===== src/rtl/pressure_sensor_compensation_defines.svh =====
// assertion macros shared by the compensation block
`ifndef PRESSURE_SENSOR_COMPENSATION_DEFINES_SVH
`define PRESSURE_SENSOR_COMPENSATION_DEFINES_SVH

// checked only out of reset
`define PSC_ASSERT(lbl, prop, msg) \
  lbl: assert property (@(posedge clk) disable iff (rst) prop) else $error(msg);

// checked at every edge, reset included
`define PSC_ASSERT_ALWAYS(lbl, prop, msg) \
  lbl: assert property (@(posedge clk) prop) else $error(msg);

`endif


===== src/rtl/psc_pkg.sv =====
// shared types and constants of the pressure sensor compensation block
package psc_pkg;

  typedef enum logic [2:0] {
    REG_SENS       = 3'd0,
    REG_OFFSET     = 3'd1,
    REG_SENS_TEMP  = 3'd2,
    REG_OFFS_TEMP  = 3'd3,
    REG_REF_TEMP   = 3'd4,
    REG_TEMP_SLOPE = 3'd5,
    REG_DENSITY    = 3'd6,
    REG_DEPTH_OFS  = 3'd7
  } cfg_reg_t;

  typedef struct packed {
    logic [15:0]        sens_coef;
    logic [15:0]        offset_coef;
    logic [15:0]        sens_temp_coef;
    logic [15:0]        offset_temp_coef;
    logic [15:0]        ref_temp_coef;
    logic [15:0]        temp_slope_coef;
    logic [11:0]        fluid_density_kgm3;
    logic signed [17:0] depth_offset_mm;
  } cfg_t;

  // front pipeline result handed from front to back
  typedef struct packed {
    logic signed [18:0] temp;
    logic signed [41:0] off;
    logic signed [41:0] sens;
    logic [23:0]        raw_pressure;
  } item_t;

  localparam logic [11:0] DEFAULT_DENSITY = 12'd1000;
  localparam logic [31:0] GRAVITY_E5      = 32'd980665;
  localparam int          TEMP_REF        = 2000;
  localparam int          TEMP_VLOW       = -1500;
  localparam int          TEMP_MAX        = 262143;
  localparam int          TEMP_MIN        = -262144;

  // quotient bits of the depth divider and steps per cycle
  localparam int QUOT_W    = 45;
  localparam int DIV_STEPS = 3;
  localparam int DIV_CYC   = QUOT_W / DIV_STEPS;

endpackage


===== src/rtl/psc_back.sv =====
// back end: pressure, depth division and output register
`include "pressure_sensor_compensation_defines.svh"

module psc_back (
  input  logic           clk,
  input  logic           rst,
  input  psc_pkg::cfg_t  cfg,
  input  logic           q_empty,
  input  psc_pkg::item_t q_item,
  output logic           pop,
  output logic           out_valid,
  input  logic           out_ready,
  output logic [18:0]    out_temp,
  output logic [31:0]    out_pressure,
  output logic [31:0]    out_depth
);
  import psc_pkg::*;

  typedef enum logic [2:0] {
    S_IDLE,
    S_MUL,
    S_SUM,
    S_PRES,
    S_SCALE,
    S_ABS,
    S_DIV,
    S_DONE
  } state_t;

  state_t             state;
  item_t              it;
  logic [44:0]        pl;
  logic signed [45:0] ph;
  logic signed [45:0] a_r;
  logic signed [31:0] p_r;
  logic signed [61:0] pm;
  logic [31:0]        dvs;
  logic               neg;
  logic [31:0]        rem;
  logic [QUOT_W-1:0]  nq;
  logic [3:0]         div_cnt;

  logic signed [66:0] prod;
  logic signed [66:0] a_c;
  logic signed [46:0] diff;
  logic signed [46:0] p_c;
  logic [11:0]        rho;
  logic [61:0]        mag;
  logic [32:0]        r;
  logic [QUOT_W-1:0]  nq_c;
  logic signed [46:0] qs;
  logic signed [47:0] dep;
  logic [31:0]        dep_sat;

  assign pop = (state == S_IDLE) && !q_empty;

  always_comb begin
    prod = (67'(ph) <<< 21) + $signed({22'd0, pl});
    a_c  = prod / 67'sd2097152;
    diff = 47'(a_r) - 47'(it.off);
    p_c  = diff / 47'sd8192;
    rho  = (cfg.fluid_density_kgm3 == 12'd0) ? DEFAULT_DENSITY : cfg.fluid_density_kgm3;
    mag  = pm[61] ? 62'(-pm) : 62'(pm);
    r    = {1'b0, rem};
    nq_c = nq;
    for (int i = 0; i < DIV_STEPS; i++) begin
      r    = {r[31:0], nq_c[QUOT_W-1]};
      nq_c = {nq_c[QUOT_W-2:0], 1'b0};
      if (r >= {1'b0, dvs}) begin
        r       = r - {1'b0, dvs};
        nq_c[0] = 1'b1;
      end
    end
    qs  = neg ? -47'(nq) : 47'(nq);
    dep = 48'(qs) - 48'(cfg.depth_offset_mm);
    if (dep < -48'sd2147483648)     dep_sat = 32'h8000_0000;
    else if (dep > 48'sd2147483647) dep_sat = 32'h7FFF_FFFF;
    else                            dep_sat = dep[31:0];
  end

  always_ff @(posedge clk) begin
    if (rst) begin
      state     <= S_IDLE;
      out_valid <= 1'b0;
    end else begin
      if (out_valid && out_ready && state != S_DONE) out_valid <= 1'b0;
      unique case (state)
        S_IDLE: begin
          if (!q_empty) begin
            it    <= q_item;
            state <= S_MUL;
          end
        end
        S_MUL: begin
          pl    <= it.raw_pressure * it.sens[20:0];
          ph    <= $signed({1'b0, it.raw_pressure}) * $signed(it.sens[41:21]);
          state <= S_SUM;
        end
        S_SUM: begin
          a_r   <= a_c[45:0];
          state <= S_PRES;
        end
        S_PRES: begin
          if (p_c < -47'sd2147483648)     p_r <= 32'sh8000_0000;
          else if (p_c > 47'sd2147483647) p_r <= 32'sh7FFF_FFFF;
          else                            p_r <= p_c[31:0];
          state <= S_SCALE;
        end
        S_SCALE: begin
          pm    <= 62'(p_r) * 62'sd1000000000;
          dvs   <= 32'(rho) * GRAVITY_E5;
          state <= S_ABS;
        end
        S_ABS: begin
          neg     <= pm[61];
          rem     <= 32'(mag[61:QUOT_W]);
          nq      <= mag[QUOT_W-1:0];
          div_cnt <= 4'(DIV_CYC - 1);
          state   <= S_DIV;
        end
        S_DIV: begin
          rem     <= r[31:0];
          nq      <= nq_c;
          div_cnt <= div_cnt - 4'd1;
          if (div_cnt == 4'd0) state <= S_DONE;
        end
        S_DONE: begin
          if (!out_valid || out_ready) begin
            out_valid    <= 1'b1;
            out_temp     <= it.temp;
            out_pressure <= p_r;
            out_depth    <= dep_sat;
            state        <= S_IDLE;
          end
        end
        default: state <= S_IDLE;
      endcase
    end
  end

  `PSC_ASSERT(a_b_div_start, state == S_ABS |=> state == S_DIV && div_cnt == 4'(DIV_CYC - 1),
    "divider not started with full count")
  `PSC_ASSERT(a_b_div_end, state == S_DIV && div_cnt == 4'd0 |=> state == S_DONE,
    "divider did not finish")
  `PSC_ASSERT(a_b_hold, state == S_DONE && out_valid && !out_ready |=> state == S_DONE,
    "result dropped while output busy")

endmodule


===== config.mk =====
export PLATFORM = sky130hd
export DESIGN_NAME = psc_back
export DESIGN_NICKNAME = d
export VERILOG_FILES = /design/src/rtl/psc_pkg.sv /design/src/rtl/psc_back.sv
export VERILOG_INCLUDE_DIRS = /design/src /design/src/rtl
export SDC_FILE = /design/constraint.sdc
export NUM_CORES = 2
export LEC_CHECK = 0
export ABC_AREA = 0
export BUFFER_PORTS_ARGS = -buffer_cell sky130_fd_sc_hd__buf_4
export CORE_MARGIN = 2
export CORE_UTILIZATION = 60
export CTS_BUF_LIST = sky130_fd_sc_hd__clkbuf_16
export CTS_CLUSTER_SIZE = 10
export DETAILED_ROUTE_END_ITERATION = 12
export PLACE_DENSITY = 0.78
export SLEW_MARGIN = 20
export SYNTH_ARGS = -nofsm -noshare
export SYNTH_HDL_FRONTEND = slang
export SYNTH_SLANG_ARGS = --single-unit

===== constraint.sdc =====
create_clock -name clk -period 25.7 [get_ports clk]
set_clock_uncertainty 0.1 [all_clocks]
set_input_delay 0 -clock clk [delete_from_list [all_inputs] [get_ports clk]]
set_output_delay 0 -clock clk [all_outputs]
set_load 0.02 [all_outputs]

==> run summary <==
die area - 143000 um^2
# DRC - 0
synthesized area - 84300 um^2
Vias - 63800
NumNets Final - 11500
height of the die - 379 um
fin util - 66.8%
unrepaired setup endpoints after global routing - no
CP Class - flop to flop
Clock Path Buffers - 3
async set-reset flop share out of synthesis - 0%
row cnt - 137
Routed WL - 228000 um
Initial Util - 60.4%
fraction of the cycle the final worst path needs - 43.7%
Clock transition at path regs - 60 ps
Overflow after GRT - 0
io pins - 342
post-layout minimum cycle time - 11220 ps
H-tree levels - 3
Worst EP arrival - 11660 ps
Global Route Usage Sum - 32.5%
compound-gate portion of the synthesized area - 9.82%
GR Util met3 - 5.63%
post-synthesis mux area share - 0.647%
clock latency on the worst-skew pair - 700 ps
CP peak stage delay - 580 ps
R2R depth - 37
placed cell areas - 87900 um^2
outcome - finished clean
largest net degree at the start of global routing - 97
worst-path maximum fanout - 37
clock buffer count from CTS - 73
Area Overhead vs Synth - 10.5%
drt pass-1 iters - 7
Max Freq - 89.1 MHz
Final Hold Viols - 0
Setup crit end kind - flop
Mapped Nets - 11100
Synth Area in Simple Gates - 13.0%
worst hold path type - input port to flop
final slew viol count - 0
core area - 140000 um^2
DRT antenna net count - 0
post-synthesis register bit count - 550
Slew @ Worst Pin - 1170 ps
Slew headroom - 22.0%
most used routing layer - met2
met1 GRT Util - 40.6%
routed length per instance - 20.7 um
Synth Area in Adders - 43.2%
PortBufs - 245
Via density - 5.79
most frequent cells in the layout - inv_1 (1657), fa_1 (1287), nand2_1 (986)
YS warnings - 0
gate count of the mapped netlist - 8717
Post-synth EDFFs - 546
Setup Fix Bufs, Post-CTS - 0
Final setup viols - 0
Die X - 379 um
CP max stage cell - or2_2
most common cell after layout, fill and taps aside - inv_1
final setup TNS - 0 ps
global-route wire length before repair - 362000 um
max cap viols - 0
Fillers - 10900
crit start category - flop
# clock sinks - 550
CTS tree - built
layout cell share with drive strength beyond 1 - 5.41%
root buf cell - clkbuf_16
HPWL after DPL - 176000 um
ys flop type - edfxtp_1
Distinct cells, synth - 94
GP Congestion - 0.993
hold path cells - 2
XOR/XNOR share of the synthesized area - 5.23%
largest family of logic cells by synthesized area - adder cells
routing usage on met2 - 55.6%
fin area - 93100 um^2
sequential element share of the synthesized area - 19.5%
Critical Path RT - 26140 ps
syn_area_per_cell - 9.67 um^2
initial antenna violation count - 8
Initial DRC Count - 4700
WHS - 26.8 ps
vias in the first global route - 67800
## critical path, delay by kind of cell, from the launching register on
family | cells | cell delay, ps
adders and majority gates | 3 | 950
AOI/OAI and AO/OA | 23 | 6600
and+or+nand+nor | 7 | 1630
buffers and inverters | 3 | 840
muxes | 1 | 400
DFF | 1 | 440
## final cells by class
class | count | area (um^2) | share of cell area [%]
Sequential cell | 550 | 16500 | 17.7
Clock inverter | 44 | 413 | 0.443
Multi-Input combinational cell | 6234 | 60600 | 65.0
Timing Repair Buffer | 605 | 5300 | 5.68
Antenna cell | 5 | 12.5 | 0.0134
Clock buffer | 74 | 1850 | 1.99
Tap cell | 1876 | 2350 | 2.52
Inverter | 1641 | 6160 | 6.61
## state kept, by name, summed over array words and instances, names as in the netlist, 3 cells and up
register,count
a_r,46
div_cnt,4
dvs,32
it,127
nq,45
out_depth,32
out_pressure,32
out_temp,19
p_r,32
ph,46
pl,45
pm,53
rem,32
state,3
## worst paths after layout
kind / start / to / slack (ps)
max reg2reg: dvs[1] / rem[0] / 14480
max: dvs[1] / rem[0] / 14480
min reg2reg: it[113] / out_temp[5] / 310
min: q_item[55] / it[55] / 30
## metrics by stage
stage / setup slack (ps) / cells
finish: 14480 / 11000
global route: 13800 / 11000
CTS: 14560 / 11000
detailed placement: 14600 / 10600
global placement: 14740 / 10600
floorplan: 17040 / 8717
## cell usage after synthesis, types with 50 or more instances
library cell	instances	area [um^2]
edfxtp_1	546	16400
a21oi_1	428	2140
nand2b_1	82	513
nand4_1	68	425
xnor2_1	331	2900
nand2_1	986	3700
o31ai_1	50	375
nor2b_1	57	357
nand3_1	77	385
nor3_1	76	380
and2_1	375	2350
o21ai_0	244	1220
ha_1	848	10600
a21o_1	168	1260
o21bai_1	59	443
fa_1	1287	25800
clkbuf_1	268	1010
o21a_1	50	375
nor2_1	298	1120
xor2_1	172	1510
and3_1	59	369
inv_1	1641	6160
## layer usage
| layer | vias to the layer above | part of all wire [%] |
|---|---|---|
| met5 | - | 0.014 |
| met4 | 4 | 4.9 |
| met3 | 614 | 7.7 |
| met2 | 2620 | 49 |
| met1 | 31600 | 39 |
| li1 | 29000 | - |
## what timing repair did
action	4_1_cts	5_1_grt
endpoints found under the setup margin	0	0
endpoints found under the hold margin	223	0
hold buffers	290	0
resized for setup	0	0
## cells by family after synthesis
logic type | count (synthesis)
adders and majority gates | 2135
buffers and inverters | 1933
AOI/OAI and AO/OA | 1295
xor gates and xnor gates | 503
DFF | 550
and+or+nand+nor | 2248
muxes | 53
Power is left out: the tool's default activity adds up to more than one toggle a clock period on the data nets, which glitch-free logic cannot reach.
