### src/rtl/pressure_sensor_compensation_defines.svh
// assertion macros shared by the compensation block
`ifndef PRESSURE_SENSOR_COMPENSATION_DEFINES_SVH
`define PRESSURE_SENSOR_COMPENSATION_DEFINES_SVH

// checked only out of reset
`define PSC_ASSERT(lbl, prop, msg) \
  lbl: assert property (@(posedge clk) disable iff (rst) prop) else $error(msg);

// checked at every edge, reset included
`define PSC_ASSERT_ALWAYS(lbl, prop, msg) \
  lbl: assert property (@(posedge clk) prop) else $error(msg);

`endif

### src/rtl/psc_pkg.sv
// shared types and constants of the pressure sensor compensation block
package psc_pkg;

  typedef enum logic [2:0] {
    REG_SENS       = 3'd0,
    REG_OFFSET     = 3'd1,
    REG_SENS_TEMP  = 3'd2,
    REG_OFFS_TEMP  = 3'd3,
    REG_REF_TEMP   = 3'd4,
    REG_TEMP_SLOPE = 3'd5,
    REG_DENSITY    = 3'd6,
    REG_DEPTH_OFS  = 3'd7
  } cfg_reg_t;

  typedef struct packed {
    logic [15:0]        sens_coef;
    logic [15:0]        offset_coef;
    logic [15:0]        sens_temp_coef;
    logic [15:0]        offset_temp_coef;
    logic [15:0]        ref_temp_coef;
    logic [15:0]        temp_slope_coef;
    logic [11:0]        fluid_density_kgm3;
    logic signed [17:0] depth_offset_mm;
  } cfg_t;

  // front pipeline result handed from front to back
  typedef struct packed {
    logic signed [18:0] temp;
    logic signed [41:0] off;
    logic signed [41:0] sens;
    logic [23:0]        raw_pressure;
  } item_t;

  localparam logic [11:0] DEFAULT_DENSITY = 12'd1000;
  localparam logic [31:0] GRAVITY_E5      = 32'd980665;
  localparam int          TEMP_REF        = 2000;
  localparam int          TEMP_VLOW       = -1500;
  localparam int          TEMP_MAX        = 262143;
  localparam int          TEMP_MIN        = -262144;

  // quotient bits of the depth divider and steps per cycle
  localparam int QUOT_W    = 45;
  localparam int DIV_STEPS = 3;
  localparam int DIV_CYC   = QUOT_W / DIV_STEPS;

endpackage

### src/rtl/psc_queue.sv
// two entry queue between front and back
`include "pressure_sensor_compensation_defines.svh"

module psc_queue (
  input  logic           clk,
  input  logic           rst,
  input  logic           push,
  input  psc_pkg::item_t push_item,
  output logic           full,
  input  logic           pop,
  output logic           empty,
  output psc_pkg::item_t pop_item
);
  import psc_pkg::*;

  item_t      mem [2];
  logic       wr_ptr, rd_ptr;
  logic [1:0] count;

  assign full     = (count == 2'd2);
  assign empty    = (count == 2'd0);
  assign pop_item = mem[rd_ptr];

  always_ff @(posedge clk) begin
    if (push) mem[wr_ptr] <= push_item;
  end

  always_ff @(posedge clk) begin
    if (rst) begin
      wr_ptr <= 1'b0;
      rd_ptr <= 1'b0;
      count  <= 2'd0;
    end else begin
      if (push) wr_ptr <= !wr_ptr;
      if (pop)  rd_ptr <= !rd_ptr;
      count <= count + 2'(push) - 2'(pop);
    end
  end

  `PSC_ASSERT(a_q_count_max, count != 2'd3, "queue count out of range")
  `PSC_ASSERT(a_q_no_overflow, full |-> !push, "push into full queue")
  `PSC_ASSERT(a_q_no_underflow, empty |-> !pop, "pop from empty queue")

endmodule

### config.mk
export PLATFORM = sky130hd
export DESIGN_NAME = psc_queue
export DESIGN_NICKNAME = d
export VERILOG_FILES = /design/src/rtl/psc_pkg.sv /design/src/rtl/psc_queue.sv
export VERILOG_INCLUDE_DIRS = /design/src /design/src/rtl
export SDC_FILE = /design/constraint.sdc
export NUM_CORES = 1
export LEC_CHECK = 0
export ABC_AREA = 0
export BUFFER_PORTS_ARGS = -buffer_cell sky130_fd_sc_hd__buf_2
export CORE_ASPECT_RATIO = 1.75
export CORE_MARGIN = 2
export CORE_UTILIZATION = 53
export DETAILED_ROUTE_END_ITERATION = 16
export GPL_ROUTABILITY_DRIVEN = 0
export HOLD_SLACK_MARGIN = 0.08
export PLACE_DENSITY = 0.81
export SETUP_SLACK_MARGIN = 0.15
export SYNTH_ARGS = -nofsm -noshare
export SYNTH_HDL_FRONTEND = slang
export SYNTH_SLANG_ARGS = --single-unit
### constraint.sdc
create_clock -name clk -period 16.8 [get_ports clk]
set_clock_uncertainty 0.05 [all_clocks]
set_input_delay 0.84 -clock clk [delete_from_list [all_inputs] [get_ports clk]]
set_output_delay 0.84 -clock clk [all_outputs]
set_load 0.01 [all_outputs]
==> flow_summary.yaml, run 1 <==
critical_path:
  crit_type: "flip-flop to output port"
  crit_arrival_ps: 2960
  cp_max_fo: 67
  crit_path_end_kind: "output port"
  cp_data_required_time_ps: 15910
  start_kind: "flip-flop"
timing:
  holdWs_ps: 476
  tns_ps: 0
  rsz0062_at_grt: "false"
  hold_viol_final: 0
  max_slew_margin_pct: 34.8
  fin_crit_sh_pct: 22.9
  finalCriticalPeriod_ps: 3850
  setup_violations: 0
  max_freq_ghz: 0.260
  worst_slew_pin_slew_ps: 979
  maxSlewViolCount: 0
cts:
  cts_tree: "yes"
  cts.sinks: 259
  cts_max_level: 1
  hold_buffers: 0
  clk_pin_slew_ps: 70
  cts_made_buffers: 22
  clock_latency_ps: 490
  cts_setup_buffers: 0
  cts_resized: 0
  clock_tree.root_cell: "clkbuf_16"
  cts_buffer_depth: 3
pwr:
  ir_worst_vdd_v: 0.000108
  p_per_area_mw_per_mm2: 121
  p_leak_nw: 4.46
drt:
  num_vias: 4826
  routedWlPerCell_um: 19.2
  wl_mm: 18.1
  ant_nets: 0
  drc_errors: 0
  drt_iter0_markers: 247
  firstDrtPassIters: 6
  drt-vias-per-instance: 5.13
yosys:
  yosys.area_share.adder_pct: 0.264
  synth-edff-count: 254
  synthSimpleGateAreaFrac_pct: 0.462
  syn-cell-area_mm2: 0.00949
  synth_compound_area_share_pct: 0
  ys_top_cells_by_count: "edfxtp_1 (254), mux2_2 (97), mux2_4 (30)"
  synth_nets: 549
  yosys_warnings: 0
  avgSynthCellArea_um2: 22.8
  synthCells: 416
  synthMuxAreaShare_pct: 16.3
  synth_top_flop_cell: "edfxtp_1"
  synth_top_family_by_area: "multiplexers"
  ys_seq_area_share_pct: 81.4
  synth_cell_types: 13
  netlist_top_cells_area: "edfxtp_1 (80%), mux2_2 (12%), mux2_4 (4.7%)"
  yosysTopAreaCellShare_pct: 80.4
  synth-xor-area-share_pct: 0.422
  ys_seq_elements: 259
  yosys.area.top_type: "edfxtp_1"
  synth-async-reset-ratio_pct: 0
  synth_most_common_cell: "edfxtp_1"
grt:
  grt_pass1_vias: 5240
  overflow: 0
  grt_util_all_layers_pct: 18.5
  grt_antenna_before_repair: 9
  grt_max_degree: 70
  grt_pass1_wl_mm: 26.9
die:
  fp.dieArea_mm2: 0.0190
  die_h_um: 181
  die_w_um: 105
  start_util_pct: 54.1
  io_pins: 260
  rows: 64
  core_mm2: 0.0175
cells_and_area:
  drive_gt1_share_pct: 60.2
  syn2layout_area_growth_pct: 23.8
  nNetsFinal: 822
placed_design:
  portBuffers: 259
  dpl.hpwl_mm: 12.4
status:
  outcome: "complete, no violations"
run:
  maxCapViolCount: 0
worst_hold_path:
  hold_path_class: "input pin to flip-flop"
## metrics by stage
| step | utilization [%] | area, µm² | cells | power (W) | setup slack, ps |
|---|---|---|---|---|---|
| 5_1_grt | 67.0 | 11700 | 939 | 0.00147 | 12790 |
| 3_3_place_gp | 62.8 | 11000 | 896 | 0.000934 | 13510 |
| 6_report | 67.0 | 11700 | 941 | 0.00142 | 12950 |
| 2_1_floorplan | - | 9490 | 416 | 0.000877 | 9770 |
| 4_1_cts | 66.9 | 11700 | 935 | 0.00144 | 12920 |
| 3_5_place_dp | 62.8 | 11000 | 896 | 0.000942 | 13460 |
## cells by family (layout without fill, tap and decap cells)
group                      Yosys count  after routing
DFF                                259            259
muxes                              127            127
buffers and inverters               16            304
and+or+nand+nor                      9              9
xor gates and xnor gates             3              3
adders and majority gates            2              2
other                                0              6
## cell type report
cell class	instances	area (µm²)
well taps	231	289
inverters	2	7.51
multi-input cells	141	1660
fillers	1126	5790
flip-flops and latches	259	7730
clock inverters	10	108
diodes	6	15.0
clock buffers	29	608
repair buffers	263	1330
## path summary, 6_finish.rpt
path / cells past startpoint / slack, ps / to / start
min reg2reg: 2 / 490 / rd_ptr / rd_ptr
max reg2reg: 2 / 14330 / mem[1][91] / wr_ptr
max: 3 / 12950 / pop_item[10] / flip-flop
min: 1 / 480 / mem[1][98] / push_item[98]
## sequential cells by signal (all words and copies together), names as in the netlist, named ones only
name / count
mem: 254
count: 2
rd_ptr: 1
wr_ptr: 1
## cell usage in the layout (no fill, tap or decap)
master,Yosys,layout
buf_2,9,259
edfxtp_1,254,254
mux2_2,97,97
mux2_4,30,30
clkbuf_16,0,23
diode_2,0,6
nor2_1,5,5
clkbuf_1,0,5
dfxtp_1,5,4
buf_4,0,4
clkinvlp_4,0,3
clkinv_1,0,3
inv_1,2,2
nor2b_1,3,2
xnor2_1,2,2
ha_1,2,2
bufinv_16,0,2
and2_4,0,1
nor2b_4,0,1
xnor3_1,1,1
dfxtp_4,0,1
clkbuf_8,0,1
clkinv_2,0,1
clkinv_4,0,1
## routing by layer
metal,track usage (%),wire length [µm],part of all wire (%)
met5,0,45,0.25
met4,9.60,839,4.6
met3,5.52,1270,7.0
met2,35.0,10200,56
met1,17.5,5770,32
## power breakdown
part / switching, W / internal [W]
Clock: 0.000211 / 0.000286
Sequential: 0.0000157 / 0.000755
Combinational: 0.0000780 / 0.0000768
## worst max-delay path, cell delays in order (launching register included)
cell and delay (ps):
dfxtp_4 880, buf_4 860, mux2_2 440, buf_2 140
(Power assumes the default switching activity.)
==> inputs of run 2 (changes only) <==
Settings changed: ABC_AREA 0 to 1, CORE_UTILIZATION 53 to 47, PLACE_DENSITY 0.81 to 0.76.
Clock period 16.8 ns to 3.1 ns, I/O delays scaled along.
==> run 2 against run 1 <==
Against the previous run: critical path depth stayed put; die area up 12%; sequential share of layout area shrank 6.7 points; largest power group unchanged.
==> flow_summary.yaml, run 2 <==
status:
  outcome: "complete, no violations"
die:
  fp.dieArea_mm2: 0.0214
  rows: 68
  die_h_um: 192
  io_pins: 260
  die_w_um: 111
  core_mm2: 0.0197
  start_util_pct: 48.1
grt:
  overflow: 0
  grt_antenna_before_repair: 2
  grt_util_all_layers_pct: 19.6
  grt_pass1_vias: 6192
  grt_max_degree: 129
  grt_pass1_wl_mm: 32.4
cts:
  cts_made_buffers: 23
  clock_tree.root_cell: "clkbuf_16"
  cts_tree: "yes"
  clock_latency_ps: 490
  cts.sinks: 259
  cts_setup_buffers: 0
  clk_pin_slew_ps: 70
  cts_max_level: 1
  cts_buffer_depth: 3
pwr:
  p_leak_nw: 5.02
  ir_worst_vdd_v: 0.000502
  p_total_w: 0.00766
  p_per_area_mw_per_mm2: 586
worst_hold_path:
  hold_path_class: "input pin to flip-flop"
timing:
  worst_slew_pin_slew_ps: 729
  maxSlewViolCount: 0
  tns_ps: 0
  max_slew_margin_pct: 51.4
  fin_crit_sh_pct: 76.8
  max_freq_ghz: 0.420
  holdWs_ps: 327
  setup_violations: 0
  rsz0062_at_grt: "false"
  finalCriticalPeriod_ps: 2380
  hold_viol_final: 0
placed_design:
  dpl.hpwl_mm: 13.1
  portBuffers: 259
cells_and_area:
  nNetsFinal: 965
  layout_commonest_cell: "buf_2"
  top_regs: "mem x254, count x2"
  syn2layout_area_growth_pct: 37.7
  largest_reg_flops: 254
  mostFrequentLayoutCells: "buf_2 (259), edfxtp_1 (254), dlygate4sd3_1 (131)"
  regMostFlops: "mem"
  drive_gt1_share_pct: 50.3
yosys:
  ys_top_cells_by_count: "edfxtp_1 (254), mux2_2 (97), mux2_4 (30)"
  yosys.area.top_type: "edfxtp_1"
  ys_seq_area_share_pct: 81.4
  ys_seq_elements: 259
  synth_nets: 559
  yosysTopAreaCellShare_pct: 80.3
  syn-cell-area_mm2: 0.00950
  netlist_top_cells_area: "edfxtp_1 (80%), mux2_2 (12%), mux2_4 (4.7%)"
  synth-edff-count: 254
  synth_top_flop_cell: "edfxtp_1"
  yosys_warnings: 0
  synthCells: 426
  synth_cell_types: 14
  synth_most_common_cell: "edfxtp_1"
  synth-async-reset-ratio_pct: 0
  avgSynthCellArea_um2: 22.3
run:
  maxCapViolCount: 0
drt:
  drt_iter0_markers: 244
  wl_mm: 21.7
  routedWlPerCell_um: 19.9
  drc_errors: 0
  firstDrtPassIters: 6
  ant_nets: 0
  num_vias: 5475
  drt-vias-per-instance: 5.01
critical_path:
  cp_max_fo: 52
  crit_arrival_ps: 2170
  start_kind: "flip-flop"
  cp_data_required_time_ps: 2890
  crit_path_end_kind: "output port"
  crit_type: "flip-flop to output port"
[run 2: path summary, 6_finish.rpt]
check	to	slack, ps	start	cells after the start
max reg2reg	count[0]	1160	count[0]	7
min reg2reg	rd_ptr	470	rd_ptr	2
max	pop_item[11]	720	flip-flop	3
min	mem[0][102]	330	push_item[102]	2
[run 2: worst max-delay path: stages, from the launching register on]
cell,delay [ps]
dfxtp_4,730
buf_12,340
mux2_2,390
buf_2,150
[run 2: area by class of cell]
| class | count | area, µm² |
|---|---|---|
| Sequential cell | 259 | 7730 |
| Fill cell | 1274 | 6660 |
| Timing Repair Buffer | 395 | 2700 |
| Multi-Input combinational cell | 145 | 1640 |
| Clock buffer | 29 | 608 |
| Tap cell | 245 | 307 |
| Clock inverter | 9 | 53.8 |
| Inverter | 8 | 33.8 |
| Antenna cell | 2 | 5.00 |
[run 2: timing repair]
item                                   in CTS  in global routing
endpoints found under the hold margin     259                  0
gates resized for setup                     0                  0
hold buffers                              131                  0
[run 2: power breakdown]
group / internal [W] / leakage (nW) / switching (W)
Clock: 0.00139 / 0.316 / 0.00117
Sequential: 0.00406 / 2.43 / 0.0000734
Combinational: 0.000507 / 2.27 / 0.000462
[run 2: per-stage QoR]
stage | instance area, µm² | worst slack, ps | instances | utilization [%]
4_1_cts | 13100 | 659 | 1090 | 66.2
2_1_floorplan | 9510 | 350 | 426 | -
6_report | 13100 | 720 | 1092 | 66.3
3_5_place_dp | 11100 | 1200 | 921 | 56.2
5_1_grt | 13100 | 599 | 1092 | 66.3
3_3_place_gp | 11100 | 1250 | 921 | 56.2
[run 2: logic make-up (layout without fill, tap and decap cells)]
logic type | Yosys count | after routing | synth area share, %
AO/OA/AOI/OAI | 1 | 1 | 0.0527
XOR/XNOR | 1 | 1 | 0.0923
adder cells (fa/ha/maj) | 2 | 2 | 0.263
buffers and inverters | 22 | 441 | 1.38
flip-flops | 259 | 259 | 81.4
multiplexers | 127 | 127 | 16.2
other | 0 | 2 | 0
AND/OR/NAND/NOR | 14 | 14 | 0.580
[run 2: per-layer routing]
| layer | track usage [%] | vias up | wire, µm |
|---|---|---|---|
| li1 | - | 2481 | - |
| met4 | 9.21 | 0 | 841 |
| met1 | 19.1 | 2695 | 6930 |
| met2 | 39.0 | 238 | 12800 |
| met3 | 3.88 | 61 | 1140 |
| met5 | 0 | - | 0 |
